### src/rtl/core/sha_pkg.sv
// SHA-256 stream core package: types, constants and round functions.
// Used by all modules of the core; no dependencies.
package sha_pkg;

   localparam int unsigned QueueDepth = 4;

   typedef struct packed {
      logic [7:0] data;
      logic       present;
      logic       last;
   } item_type;

   typedef enum logic [2:0] {
      ST_IDLE,
      ST_LOAD,
      ST_ROUND,
      ST_ADD,
      ST_PAD,
      ST_OUT
   } state_type;

   localparam logic [31:0] RoundConst [64] = '{
      32'h428a2f98,32'h71374491,32'hb5c0fbcf,32'he9b5dba5,
      32'h3956c25b,32'h59f111f1,32'h923f82a4,32'hab1c5ed5,
      32'hd807aa98,32'h12835b01,32'h243185be,32'h550c7dc3,
      32'h72be5d74,32'h80deb1fe,32'h9bdc06a7,32'hc19bf174,
      32'he49b69c1,32'hefbe4786,32'h0fc19dc6,32'h240ca1cc,
      32'h2de92c6f,32'h4a7484aa,32'h5cb0a9dc,32'h76f988da,
      32'h983e5152,32'ha831c66d,32'hb00327c8,32'hbf597fc7,
      32'hc6e00bf3,32'hd5a79147,32'h06ca6351,32'h14292967,
      32'h27b70a85,32'h2e1b2138,32'h4d2c6dfc,32'h53380d13,
      32'h650a7354,32'h766a0abb,32'h81c2c92e,32'h92722c85,
      32'ha2bfe8a1,32'ha81a664b,32'hc24b8b70,32'hc76c51a3,
      32'hd192e819,32'hd6990624,32'hf40e3585,32'h106aa070,
      32'h19a4c116,32'h1e376c08,32'h2748774c,32'h34b0bcb5,
      32'h391c0cb3,32'h4ed8aa4a,32'h5b9cca4f,32'h682e6ff3,
      32'h748f82ee,32'h78a5636f,32'h84c87814,32'h8cc70208,
      32'h90befffa,32'ha4506ceb,32'hbef9a3f7,32'hc67178f2};

   localparam logic [31:0] InitChain [8] = '{
      32'h6a09e667,32'hbb67ae85,32'h3c6ef372,32'ha54ff53a,
      32'h510e527f,32'h9b05688c,32'h1f83d9ab,32'h5be0cd19};

   localparam logic [7:0] PadByte = 8'h80;
   localparam logic [5:0] LenPos  = 6'd56;

   function automatic logic [31:0] rotr(input logic [31:0] v, input int unsigned n);
      rotr = (v >> n) | (v << (32 - n));
   endfunction

   function automatic logic [31:0] sig0(input logic [31:0] x);
      sig0 = rotr(x, 7) ^ rotr(x, 18) ^ (x >> 3);
   endfunction

   function automatic logic [31:0] sig1(input logic [31:0] x);
      sig1 = rotr(x, 17) ^ rotr(x, 19) ^ (x >> 10);
   endfunction

endpackage

### src/rtl/core/sha_queue.sv
// Small FIFO between the intake side and the hash engine.
// Depends on sha_pkg.
module sha_queue import sha_pkg::*; #(
   parameter int unsigned Depth = QueueDepth
) (
   input  logic     clock,
   input  logic     reset,
   input  logic     in_valid,
   output logic     in_ready,
   input  item_type in_item,
   output logic     out_valid,
   input  logic     out_ready,
   output item_type out_item
);
   localparam int unsigned AW = (Depth > 1) ? $clog2(Depth) : 1;

   item_type          mem_ff [Depth];
   logic [AW-1:0]     wr_ff, rd_ff;
   logic [AW:0]       cnt_ff;
   logic              push, pop;

   assign in_ready  = (cnt_ff != (AW+1)'(Depth));
   assign out_valid = (cnt_ff != '0);
   assign out_item  = mem_ff[rd_ff];
   assign push      = in_valid && in_ready;
   assign pop       = out_valid && out_ready;

   always_ff @(posedge clock) begin
      if (push) begin
         mem_ff[wr_ff] <= in_item;
      end
   end

   always_ff @(posedge clock) begin
      if (reset) begin
         wr_ff  <= '0;
         rd_ff  <= '0;
         cnt_ff <= '0;
      end else begin
         if (push) begin
            wr_ff <= (wr_ff == AW'(Depth - 1)) ? '0 : wr_ff + 1'b1;
         end
         if (pop) begin
            rd_ff <= (rd_ff == AW'(Depth - 1)) ? '0 : rd_ff + 1'b1;
         end
         cnt_ff <= cnt_ff + (AW+1)'(push) - (AW+1)'(pop);
      end
   end
endmodule

### src/rtl/core/sha_engine.sv
// Hash engine: bytes packed into the schedule registers, one round per cycle, padding, digest output.
// Depends on sha_pkg.
module sha_engine import sha_pkg::*; (
   input  logic        clock,
   input  logic        reset,
   input  logic        in_valid,
   output logic        in_ready,
   input  item_type    in_item,
   output logic        out_valid,
   input  logic        out_ready,
   output logic [31:0] out_word,
   output logic [2:0]  out_index,
   output logic        out_done
);
   state_type   state_ff, state_in;
   logic [31:0] chain_ff [8];
   logic [31:0] work_ff [8];
   logic [31:0] w_ff [16];
   logic [5:0]  fill_ff;
   logic [60:0] len_ff;
   logic [5:0]  rnd_ff;
   logic        last_ff;   // block being hashed is the final one
   logic        second_ff; // padding needs one more block
   logic        padded_ff; // padding already started for this message
   logic [2:0]  oidx_ff;

   logic [31:0] t1, t2, wnew, wcur;
   logic [63:0] bits;
   logic [31:0] pad_blk [16];

   assign bits      = {len_ff, 3'b000};
   assign wcur      = w_ff[0];
   assign wnew      = sig1(w_ff[14]) + w_ff[9] + sig0(w_ff[1]) + w_ff[0];
   assign t1        = work_ff[7] + (rotr(work_ff[4], 6) ^ rotr(work_ff[4], 11)
                      ^ rotr(work_ff[4], 25)) + ((work_ff[4] & work_ff[5])
                      ^ (~work_ff[4] & work_ff[6])) + RoundConst[rnd_ff] + wcur;
   assign t2        = (rotr(work_ff[0], 2) ^ rotr(work_ff[0], 13) ^ rotr(work_ff[0], 22))
                      + ((work_ff[0] & work_ff[1]) ^ (work_ff[0] & work_ff[2])
                      ^ (work_ff[1] & work_ff[2]));
   assign in_ready  = (state_ff == ST_IDLE);
   assign out_valid = (state_ff == ST_OUT);
   assign out_word  = chain_ff[oidx_ff];
   assign out_index = oidx_ff;
   assign out_done  = (oidx_ff == 3'd7);

   // pad byte goes in once; zeros plus the bit length otherwise on the extra pass
   always_comb begin
      for (int i = 0; i < 16; i++) begin
         for (int j = 0; j < 4; j++) begin
            if (second_ff || 6'(4*i + j) > fill_ff) begin
               pad_blk[i][8*(3-j) +: 8] = 8'h00;
            end else if (6'(4*i + j) == fill_ff) begin
               pad_blk[i][8*(3-j) +: 8] = PadByte;
            end else begin
               pad_blk[i][8*(3-j) +: 8] = w_ff[i][8*(3-j) +: 8];
            end
         end
      end
      if (second_ff || fill_ff < LenPos) begin
         pad_blk[14] = bits[63:32];
         pad_blk[15] = bits[31:0];
      end
   end

   always_comb begin
      state_in = state_ff;
      unique case (state_ff)
         ST_IDLE: begin
            if (in_valid) begin
               if (in_item.present && fill_ff == 6'd63) begin
                  state_in = ST_LOAD;
               end else if (in_item.last) begin
                  state_in = ST_PAD;
               end
            end
         end
         ST_LOAD:  state_in = ST_ROUND;
         ST_ROUND: if (rnd_ff == 6'd63) state_in = ST_ADD;
         ST_ADD: begin
            if (second_ff || (last_ff && !padded_ff)) begin
               state_in = ST_PAD;
            end else if (last_ff) begin
               state_in = ST_OUT;
            end else begin
               state_in = ST_IDLE;
            end
         end
         ST_PAD:   state_in = ST_LOAD;
         ST_OUT:   if (out_ready && oidx_ff == 3'd7) state_in = ST_IDLE;
         default:  state_in = ST_IDLE;
      endcase
   end

   always_ff @(posedge clock) begin
      if (reset) begin
         state_ff <= ST_IDLE;
      end else begin
         state_ff <= state_in;
      end
   end

   always_ff @(posedge clock) begin
      if (reset) begin
         fill_ff   <= '0;
         len_ff    <= '0;
         rnd_ff    <= '0;
         last_ff   <= 1'b0;
         second_ff <= 1'b0;
         padded_ff <= 1'b0;
         oidx_ff   <= '0;
         for (int i = 0; i < 8; i++) chain_ff[i] <= InitChain[i];
      end else begin
         unique case (state_ff)
            ST_IDLE: begin
               if (in_valid) begin
                  if (in_item.present) begin
                     w_ff[fill_ff[5:2]][{~fill_ff[1:0], 3'b000} +: 8] <= in_item.data;
                     fill_ff <= fill_ff + 1'b1;
                     len_ff  <= len_ff + 1'b1;
                  end
                  last_ff   <= in_item.last;
                  second_ff <= 1'b0;
                  padded_ff <= 1'b0;
               end
            end
            ST_PAD: begin
               for (int i = 0; i < 16; i++) w_ff[i] <= pad_blk[i];
               if (second_ff || fill_ff < LenPos) begin
                  second_ff <= 1'b0;
               end else begin
                  second_ff <= 1'b1;
               end
               padded_ff <= 1'b1;
               fill_ff   <= '0;
            end
            ST_LOAD: begin
               for (int i = 0; i < 8; i++) work_ff[i] <= chain_ff[i];
               rnd_ff <= '0;
            end
            ST_ROUND: begin
               for (int i = 0; i < 15; i++) w_ff[i] <= w_ff[i+1];
               w_ff[15]   <= wnew;
               work_ff[7] <= work_ff[6];
               work_ff[6] <= work_ff[5];
               work_ff[5] <= work_ff[4];
               work_ff[4] <= work_ff[3] + t1;
               work_ff[3] <= work_ff[2];
               work_ff[2] <= work_ff[1];
               work_ff[1] <= work_ff[0];
               work_ff[0] <= t1 + t2;
               rnd_ff     <= rnd_ff + 1'b1;
            end
            ST_ADD: begin
               for (int i = 0; i < 8; i++) chain_ff[i] <= chain_ff[i] + work_ff[i];
               oidx_ff <= '0;
            end
            ST_OUT: begin
               if (out_ready) begin
                  oidx_ff <= oidx_ff + 1'b1;
                  if (oidx_ff == 3'd7) begin
                     for (int i = 0; i < 8; i++) chain_ff[i] <= InitChain[i];
                     len_ff  <= '0;
                     fill_ff <= '0;
                  end
               end
            end
            default: ;
         endcase
      end
   end
endmodule

### src/rtl/core/sha256_stream_hash_core.sv
// Streaming SHA-256 core: byte intake queue feeding a one-round-per-cycle engine.
// Each 64th byte starts a block pass in the engine: load, 64 rounds, add.
// Final item: pad and one or two blocks, then 8 digest transfers.
// The single shared round unit limits the byte rate: while it hashes a block, bytes wait in the queue.
// Reset (synchronous, active high) empties the queue and loads the initial hash values.
// Depends on sha_pkg, sha_queue, sha_engine.
module sha256_stream_hash_core import sha_pkg::*; #(
   parameter int unsigned QDepth = QueueDepth
) (
   input  logic        clock,
   input  logic        reset,
   input  logic        req_valid,
   output logic        req_ready,
   input  logic [7:0]  req_message_byte,
   input  logic        req_byte_present,
   input  logic        req_end_of_message,
   output logic        rsp_valid,
   input  logic        rsp_ready,
   output logic [31:0] rsp_digest_word,
   output logic [2:0]  rsp_word_index,
   output logic        rsp_digest_done
);
   item_type req_item, q_item;
   logic     q_valid, q_ready;

   assign req_item = '{data: req_message_byte, present: req_byte_present,
                       last: req_end_of_message};

   sha_queue #(.Depth(QDepth)) u_queue (
      .clock, .reset,
      .in_valid(req_valid), .in_ready(req_ready), .in_item(req_item),
      .out_valid(q_valid), .out_ready(q_ready), .out_item(q_item));

   sha_engine u_engine (
      .clock, .reset,
      .in_valid(q_valid), .in_ready(q_ready), .in_item(q_item),
      .out_valid(rsp_valid), .out_ready(rsp_ready),
      .out_word(rsp_digest_word), .out_index(rsp_word_index),
      .out_done(rsp_digest_done));
endmodule
### config.mk
export PLATFORM = sky130hd
export DESIGN_NAME = sha256_stream_hash_core
export DESIGN_NICKNAME = d
export VERILOG_FILES = /design/src/rtl/core/sha_pkg.sv /design/src/rtl/core/sha_queue.sv /design/src/rtl/core/sha_engine.sv /design/src/rtl/core/sha256_stream_hash_core.sv
export SDC_FILE = /design/constraint.sdc
export NUM_CORES = 2
export LEC_CHECK = 0
export BUFFER_PORTS_ARGS = -buffer_cell sky130_fd_sc_hd__buf_2
export CAP_MARGIN = 10
export CORE_MARGIN = 4
export CORE_UTILIZATION = 30
export CTS_CLUSTER_DIAMETER = 30
export DETAILED_ROUTE_END_ITERATION = 8
export SYNTH_ARGS = -nofsm -noshare
export SYNTH_HDL_FRONTEND = slang
export SYNTH_SLANG_ARGS = --single-unit
### constraint.sdc
create_clock -name clock -period 15.6 [get_ports clock]
set_clock_uncertainty 0.15 [all_clocks]
set_input_delay 0.78 -clock clock [delete_from_list [all_inputs] [get_ports clock]]
set_output_delay 0.78 -clock clock [all_outputs]
set_load 0.05 [all_outputs]
Word level (Yosys, flattened, before mapping)

Memory sizes are Yosys's and may differ from the RTL's. A register that Yosys moved wholly into a read port is not among the register bits.
Index checks and enable logic that the tools add are counted.

Flip-flop bits (word level): 89
RAM bits: 1064
ROM bits: 2048
Input port bits: 14
Output and inout bits: 38
Word-level logic and storage cells: 579
Memories: 5

Add/subtract/negate cells: 27
$lt $le $gt $ge: 66
Equal/unequal tests: 81
Shift-type cells: 2
Muxes and demuxes: 231
Bitwise logic cells: 69
Reduce and logical (&&, ||, !) cells: 87

Memories:

| name              | depth | bits a word | read ports | clocked after Yosys merged registers in | write ports | RTL line         | text |
|---|---|---|---|---|---|---|---|
| (no name shown)   | 64    | 32          | 1          | 0                                       | 0           | sha_engine.sv:36 | `^ (~work_ff[4] & work_ff[6])) + RoundConst[rnd_ff] + wcur;` |
| u_engine.w_ff     | 16    | 32          | 16         | 0                                       | 16          | sha_engine.sv:18 | `logic [31:0] w_ff [16];` |
| u_engine.chain_ff | 8     | 32          | 9          | 1                                       | 8           | sha_engine.sv:16 | `logic [31:0] chain_ff [8];` |
| u_engine.work_ff  | 8     | 32          | 8          | 0                                       | 8           | sha_engine.sv:17 | `logic [31:0] work_ff [8];` |
| u_queue.mem_ff    | 4     | 10          | 1          | 1                                       | 1           | sha_queue.sv:17  | `item_type mem_ff [Depth];` |

Operators with widths:

| cell                                                                            | number |
|---|---|
| 32-bit 2-to-1 mux                                                               | 45 |
| 8-bit 2-to-1 mux                                                                | 128 |
| 32-bit adder                                                                    | 18 |
| 32-bit XOR                                                                      | 9 |
| 61-bit 2-to-1 mux                                                               | 4 |
| 6-bit equality test (first input constant)                                      | 32 |
| 6-bit greater-than comparator (first input constant)                            | 32 |
| 32-bit AND                                                                      | 5 |
| 61-bit case mux with 2 select lines                                             | 1 |
| 5-bit by 6-bit equality test with 1-bit output (first input constant)           | 16 |
| 5-bit by 6-bit greater-than comparator with 1-bit output (first input constant) | 16 |
| 1-bit logical OR                                                                | 66 |
| 64-bit 2-to-1 mux                                                               | 1 |
| 61-bit by 1-bit adder with 61-bit output (second input constant)                | 1 |
| 4-bit by 6-bit equality test with 1-bit output (first input constant)           | 8 |
| 4-bit by 6-bit greater-than comparator with 1-bit output (first input constant) | 8 |
| 1-bit bitwise OR                                                                | 40 |
| 32-bit inverter                                                                 | 1 |
| 10-bit by 32-bit bitwise OR with 32-bit output                                  | 1 |
| 13-bit by 32-bit bitwise OR with 32-bit output                                  | 1 |
| 14-bit by 32-bit bitwise OR with 32-bit output                                  | 1 |
| 15-bit by 32-bit bitwise OR with 32-bit output                                  | 1 |
| 19-bit by 32-bit bitwise OR with 32-bit output                                  | 1 |
| 21-bit by 32-bit bitwise OR with 32-bit output                                  | 1 |
| other kinds (52)                                                                | 126 |

Depth between registers and ports, before layout

An unclocked memory read counts as a cell.

Depth after elaboration: 10
Depth in mapped cells: 41
Gate-level depth less buffers: 39

Modules after synthesis

Synthesis repeated with hierarchy kept, for this count alone.

Cells, all modules: 7862
Area total of the unflattened synthesis: 76188.1 um2

Modules (own cells, without submodules):

| module     | times used | cells an instance | area an instance (um2) | sequential area each (um2) |
|---|---|---|---|---|
| sha_engine | 1          | 7761              | 74265.0                | 31169.9 |
| sha_queue  | 1          | 101               | 1923.1                 | 1381.3 |

Worst setup path after synthesis

OpenSTA, ideal clock, no wires.

Path kind: in2reg
Start point: input port reset
End point: memory u_engine.work_ff[0][0], enable pin
Setup time: 0.878 ns
Data arrival time: 12.007 ns
Data required time: 14.572 ns
Path slack: 2.565 ns
Cell stages on the path: 4
Buffers on the path: 3
Cells stage by stage: clkbuf_1 > clkbuf_1 > buf_1 > nor2_1

RTL lines:

| item        | RTL line                      | text |
|---|---|---|
| from (decl) | sha256_stream_hash_core.sv:11 | `input logic reset,` |
| to (decl)   | sha_engine.sv:17              |  |

==> parameters.txt <==
Parameter                              Value

Status
  Result of the run ... finished, final reports clean

Finish
  Cell area after layout ... a little under 90,000 sq um
  Final net count ... approximately 8,600
  Relative area change from synthesis to final layout ... 17.5%
  Share of cells above drive strength 1 ... 9.99%
  Final Core Density ... 35.4%
  Non-filler cells, final ... roughly 12,000
  Filler cell count in the final layout ... roughly 25,000
  Footprint of the multi-input gates ... about 40,000 sq um
  Register cell area after layout ... about 33,000 sq um

Route
  Routed wire length per instance ... around 24 um
  Total Wirelength ... between 200 and 300 mm
  Iteration-0 DRC count of the detailed router ... between 6,000 and 7,000
  Length of the first detailed-routing pass in iterations ... 7
  Post-detailed-route via-to-cell ratio ... 5.36
  Count of antenna-violating nets left after detailed routing ... 0
  Number of vias in the routed layout ... between 60,000 and 70,000
  Remaining DRCs ... 0

Critical path
  Required time of the worst setup path ... approximately 16,000 ps
  Crit path arrival time ... between 10,000 and 15,000 ps
  Worst-path maximum fanout ... 18
  Class of the most critical setup path ... flip-flop to flip-flop
  CP Capture Type ... flip-flop
  Reg-to-reg slack, setup ... 5070 ps
  Slowest library cell on the worst path ... sky130_fd_sc_hd__ha_1
  Maximum single-stage delay on the critical path ... 1000 ps
  Startpoint kind of the worst setup timing path ... flip-flop
  Crit-path most repeated cell ... sky130_fd_sc_hd__inv_1

Timing
  Minimum period implied by the final worst setup slack ... 10,530 ps
  Max-slew headroom ... 14.2%
  Endpoints failing hold ... 0
  Pins Over Slew Limit ... 0
  Final number of setup-violating endpoints ... 0
  Sum of negative setup slack ... 0 ps
  Transition time at the pin with the least slew margin ... approximately 1300 ps
  Period utilisation layout ... 67.5%
  Setup repair after global routing missed its margin ... no
  Maximum clock frequency ... 95.0 MHz

Floorplanning
  Area of the placeable core ... 251,000 sq um
  Number of top-level pins ... 52
  Die area ... about 260,000 sq um
  Horizontal die dimension ... 511 um
  Std-Cell Rows ... between 150 and 200
  Y dimension of the die ... 511 um
  Initial core utilization ... 30.1%

CTS
  Clock tree root buffer cell ... sky130_fd_sc_hd__clkbuf_16
  CTS tree ... built
  Clock input transition at the sequential cells of the worst setup and hold paths ... ~50 ps
  Level count of the clock H-tree ... 5
  Post-CTS repair timing setup buffer count ... 0
  Source-to-sink clock delay at the later pin of the worst-skew pair ... 840 ps
  Number of clock sinks ... 1,158
  Inserted Clock Buffers ... around 280
  Maximum number of buffers from clock root to sink ... 4

Synth
  Number of flops mapped to enable cells by yosys ... about 940
  Register bit total from synthesis ... 1,158
  Number of synthesis warnings ... 0
  Share of synthesized area occupied by flip-flops and latches ... a little over two fifths
  Synth area leaders ... sky130_fd_sc_hd__edfxtp_1, sky130_fd_sc_hd__nand2_1, sky130_fd_sc_hd__ha_1
  Post-synthesis area per instance ... 9.49 sq um
  Netlist area before placement ... 75,800 sq um
  Post-synth top area cell ... sky130_fd_sc_hd__edfxtp_1
  Area fraction of the dominant cell type after synthesis ... a little under two fifths
  Async set-or-reset flop fraction in the synthesized netlist ... 0%
  Dominant synthesized flop cell ... sky130_fd_sc_hd__edfxtp_1
  Number of library cell types mapped by synthesis ... 94
  Cell count after synthesis ... approximately 8,000
  Mapped Nets ... 8,603

Global route
  Largest net degree at the start of global routing ... 203
  GR met3 Demand/Resource ... 2.81%
  Fraction of met2 tracks used by global routing ... around 33%
  Met1 GRT Util ... a little over a quarter
  Total Routing Usage GR ... roughly a fifth
  Number of antenna violations at the first check in global routing ... 6
  Wire length of the first global-routing pass ... ~400 mm
  Via count of the first global-routing pass ... roughly 60,000
  Aggregate global routing overflow ... 0
  Busiest grt layer ... met2

Place
  Detailed placement HPWL ... around 200 mm
  Placer Congestion ... around 0.98
  Number of placed instances with taps included ... between 10,000 and 15,000
  Placed standard-cell area ... roughly 80,000 sq um
  I/O Buffers ... between 50 and 60

Run
  Max Cap Violations ... 0

Min path
  Path class of the lowest-slack min-delay path ... primary input to flip-flop
==> metrics by stage <==
step | worst slack [ps] | hold slack (ps)
2_1_floorplan | 2560 | 297
3_3_place_gp | 5240 | 312
3_5_place_dp | 5280 | 333
4_1_cts | 5270 | 162
5_1_grt | 4410 | 235
6_report | 5070 | 207
==> critical path: cells and delay by family, from the launching register on <==
family | cells | cell delay, ps
buf+inv | 7 | 860
flops | 1 | 320
xor+xnor | 2 | 440
fa+ha+maj | 8 | 3940
simple gates | 4 | 900
compound gates | 15 | 3630
==> per-layer routing <==
layer	share of wire [%]	up-vias	routed length [um]
met4	4.6	0	12600
met5	0	-	0
li1	-	28200	-
met2	46	2772	126000
met1	42	30600	114000
met3	7.4	584	20100
==> state kept, by name, summed over array words and instances, names as in the netlist, named ones only <==
signal and flops:
u_engine.second_ff 1, u_engine.last_ff 1, u_engine.fill_ff 6, u_engine.out_index 3
u_queue.mem_ff 40, u_queue.cnt_ff 3, u_engine.padded_ff 1, u_engine.state_ff 3
u_queue.rd_ff 2, u_queue.wr_ff 2, u_engine.len_ff 61, u_engine.work_ff 256
u_engine.rnd_ff 6, u_engine.chain_ff 256, u_engine.w_ff 512
==> placed cells by master, fill, tap and decap left out, drive strengths merged, types with 71 or more instances in the layout <==
cell type	count
nor2	443
clkbuf	321
mux4	77
dfxtp	222
buf	164
nand2	1981
a21oi	504
fa	196
ha	406
nand2b	71
xor2	243
inv	321
xnor2	387
edfxtp	936
clkinv	104
a21o	175
o21ai	424
nand3	140
nor3	105
==> cell type report <==
class | instances | area share, %
sequential | 1158 | 36.6
antenna | 18 | 0.0506
clock buffer | 321 | 8.32
tap | 3348 | 4.71
inverter | 291 | 1.23
timing repair buffer | 174 | 1.36
clock inverter | 180 | 2.07
multi-input combinational | 6116 | 45.7
==> timing repair <==
action	in CTS	in global routing
resized for setup	0	0
hold buffers	10	0
setup endpoints to repair	0	0
hold endpoints to repair	40	0
==> cell usage after synthesis (44+ instances only) <==
cell                          n
sky130_fd_sc_hd__a211oi_1    65
sky130_fd_sc_hd__a21o_1     175
sky130_fd_sc_hd__a21oi_1    504
sky130_fd_sc_hd__a31oi_1     66
sky130_fd_sc_hd__and3_1      56
sky130_fd_sc_hd__clkbuf_1   379
sky130_fd_sc_hd__dfxtp_1    222
sky130_fd_sc_hd__edfxtp_1   936
sky130_fd_sc_hd__fa_1       196
sky130_fd_sc_hd__ha_1       406
sky130_fd_sc_hd__inv_1      285
sky130_fd_sc_hd__mux2_2      53
sky130_fd_sc_hd__mux4_2      77
sky130_fd_sc_hd__nand2_1   1980
sky130_fd_sc_hd__nand2b_1    71
sky130_fd_sc_hd__nand3_1    139
sky130_fd_sc_hd__nor2_1     442
sky130_fd_sc_hd__nor2b_1     60
sky130_fd_sc_hd__nor3_1     104
sky130_fd_sc_hd__o211ai_1    51
sky130_fd_sc_hd__o21a_1      61
sky130_fd_sc_hd__o21ai_0    417
sky130_fd_sc_hd__o21bai_1    56
sky130_fd_sc_hd__or3_1       44
sky130_fd_sc_hd__xnor2_1    387
sky130_fd_sc_hd__xor2_1     243
==> kinds of logic (layout without fill, tap and decap cells) <==
group                      Yosys count  in the layout  share of synthesized area, %
buffers and inverters              713            966                          3.58
adders and majority gates          624            624                          12.2
and+or+nand+nor                   3035           3035                          16.8
AOI/OAI and AO/OA                 1669           1669                          13.7
muxes                              158            158                          3.45
DFF                               1158           1158                          43.0
other                                0             18                             0
xor gates and xnor gates           630            630                          7.28
==> final timing paths <==
kind / from / to / cells after the start
worst min-delay path: req_valid / u_queue.wr_ff[0] / 4
worst max-delay path: u_engine.rnd_ff[0] / u_engine.work_ff[0][31] / 36
worst max register to register: u_engine.rnd_ff[0] / u_engine.work_ff[0][31] / 36
worst min register to register: u_engine.chain_ff[5][23] / u_engine.chain_ff[5][23] / 2
Power is not shown: default switching activity piles up to over one toggle a cycle in this logic, so the estimate is an artifact.
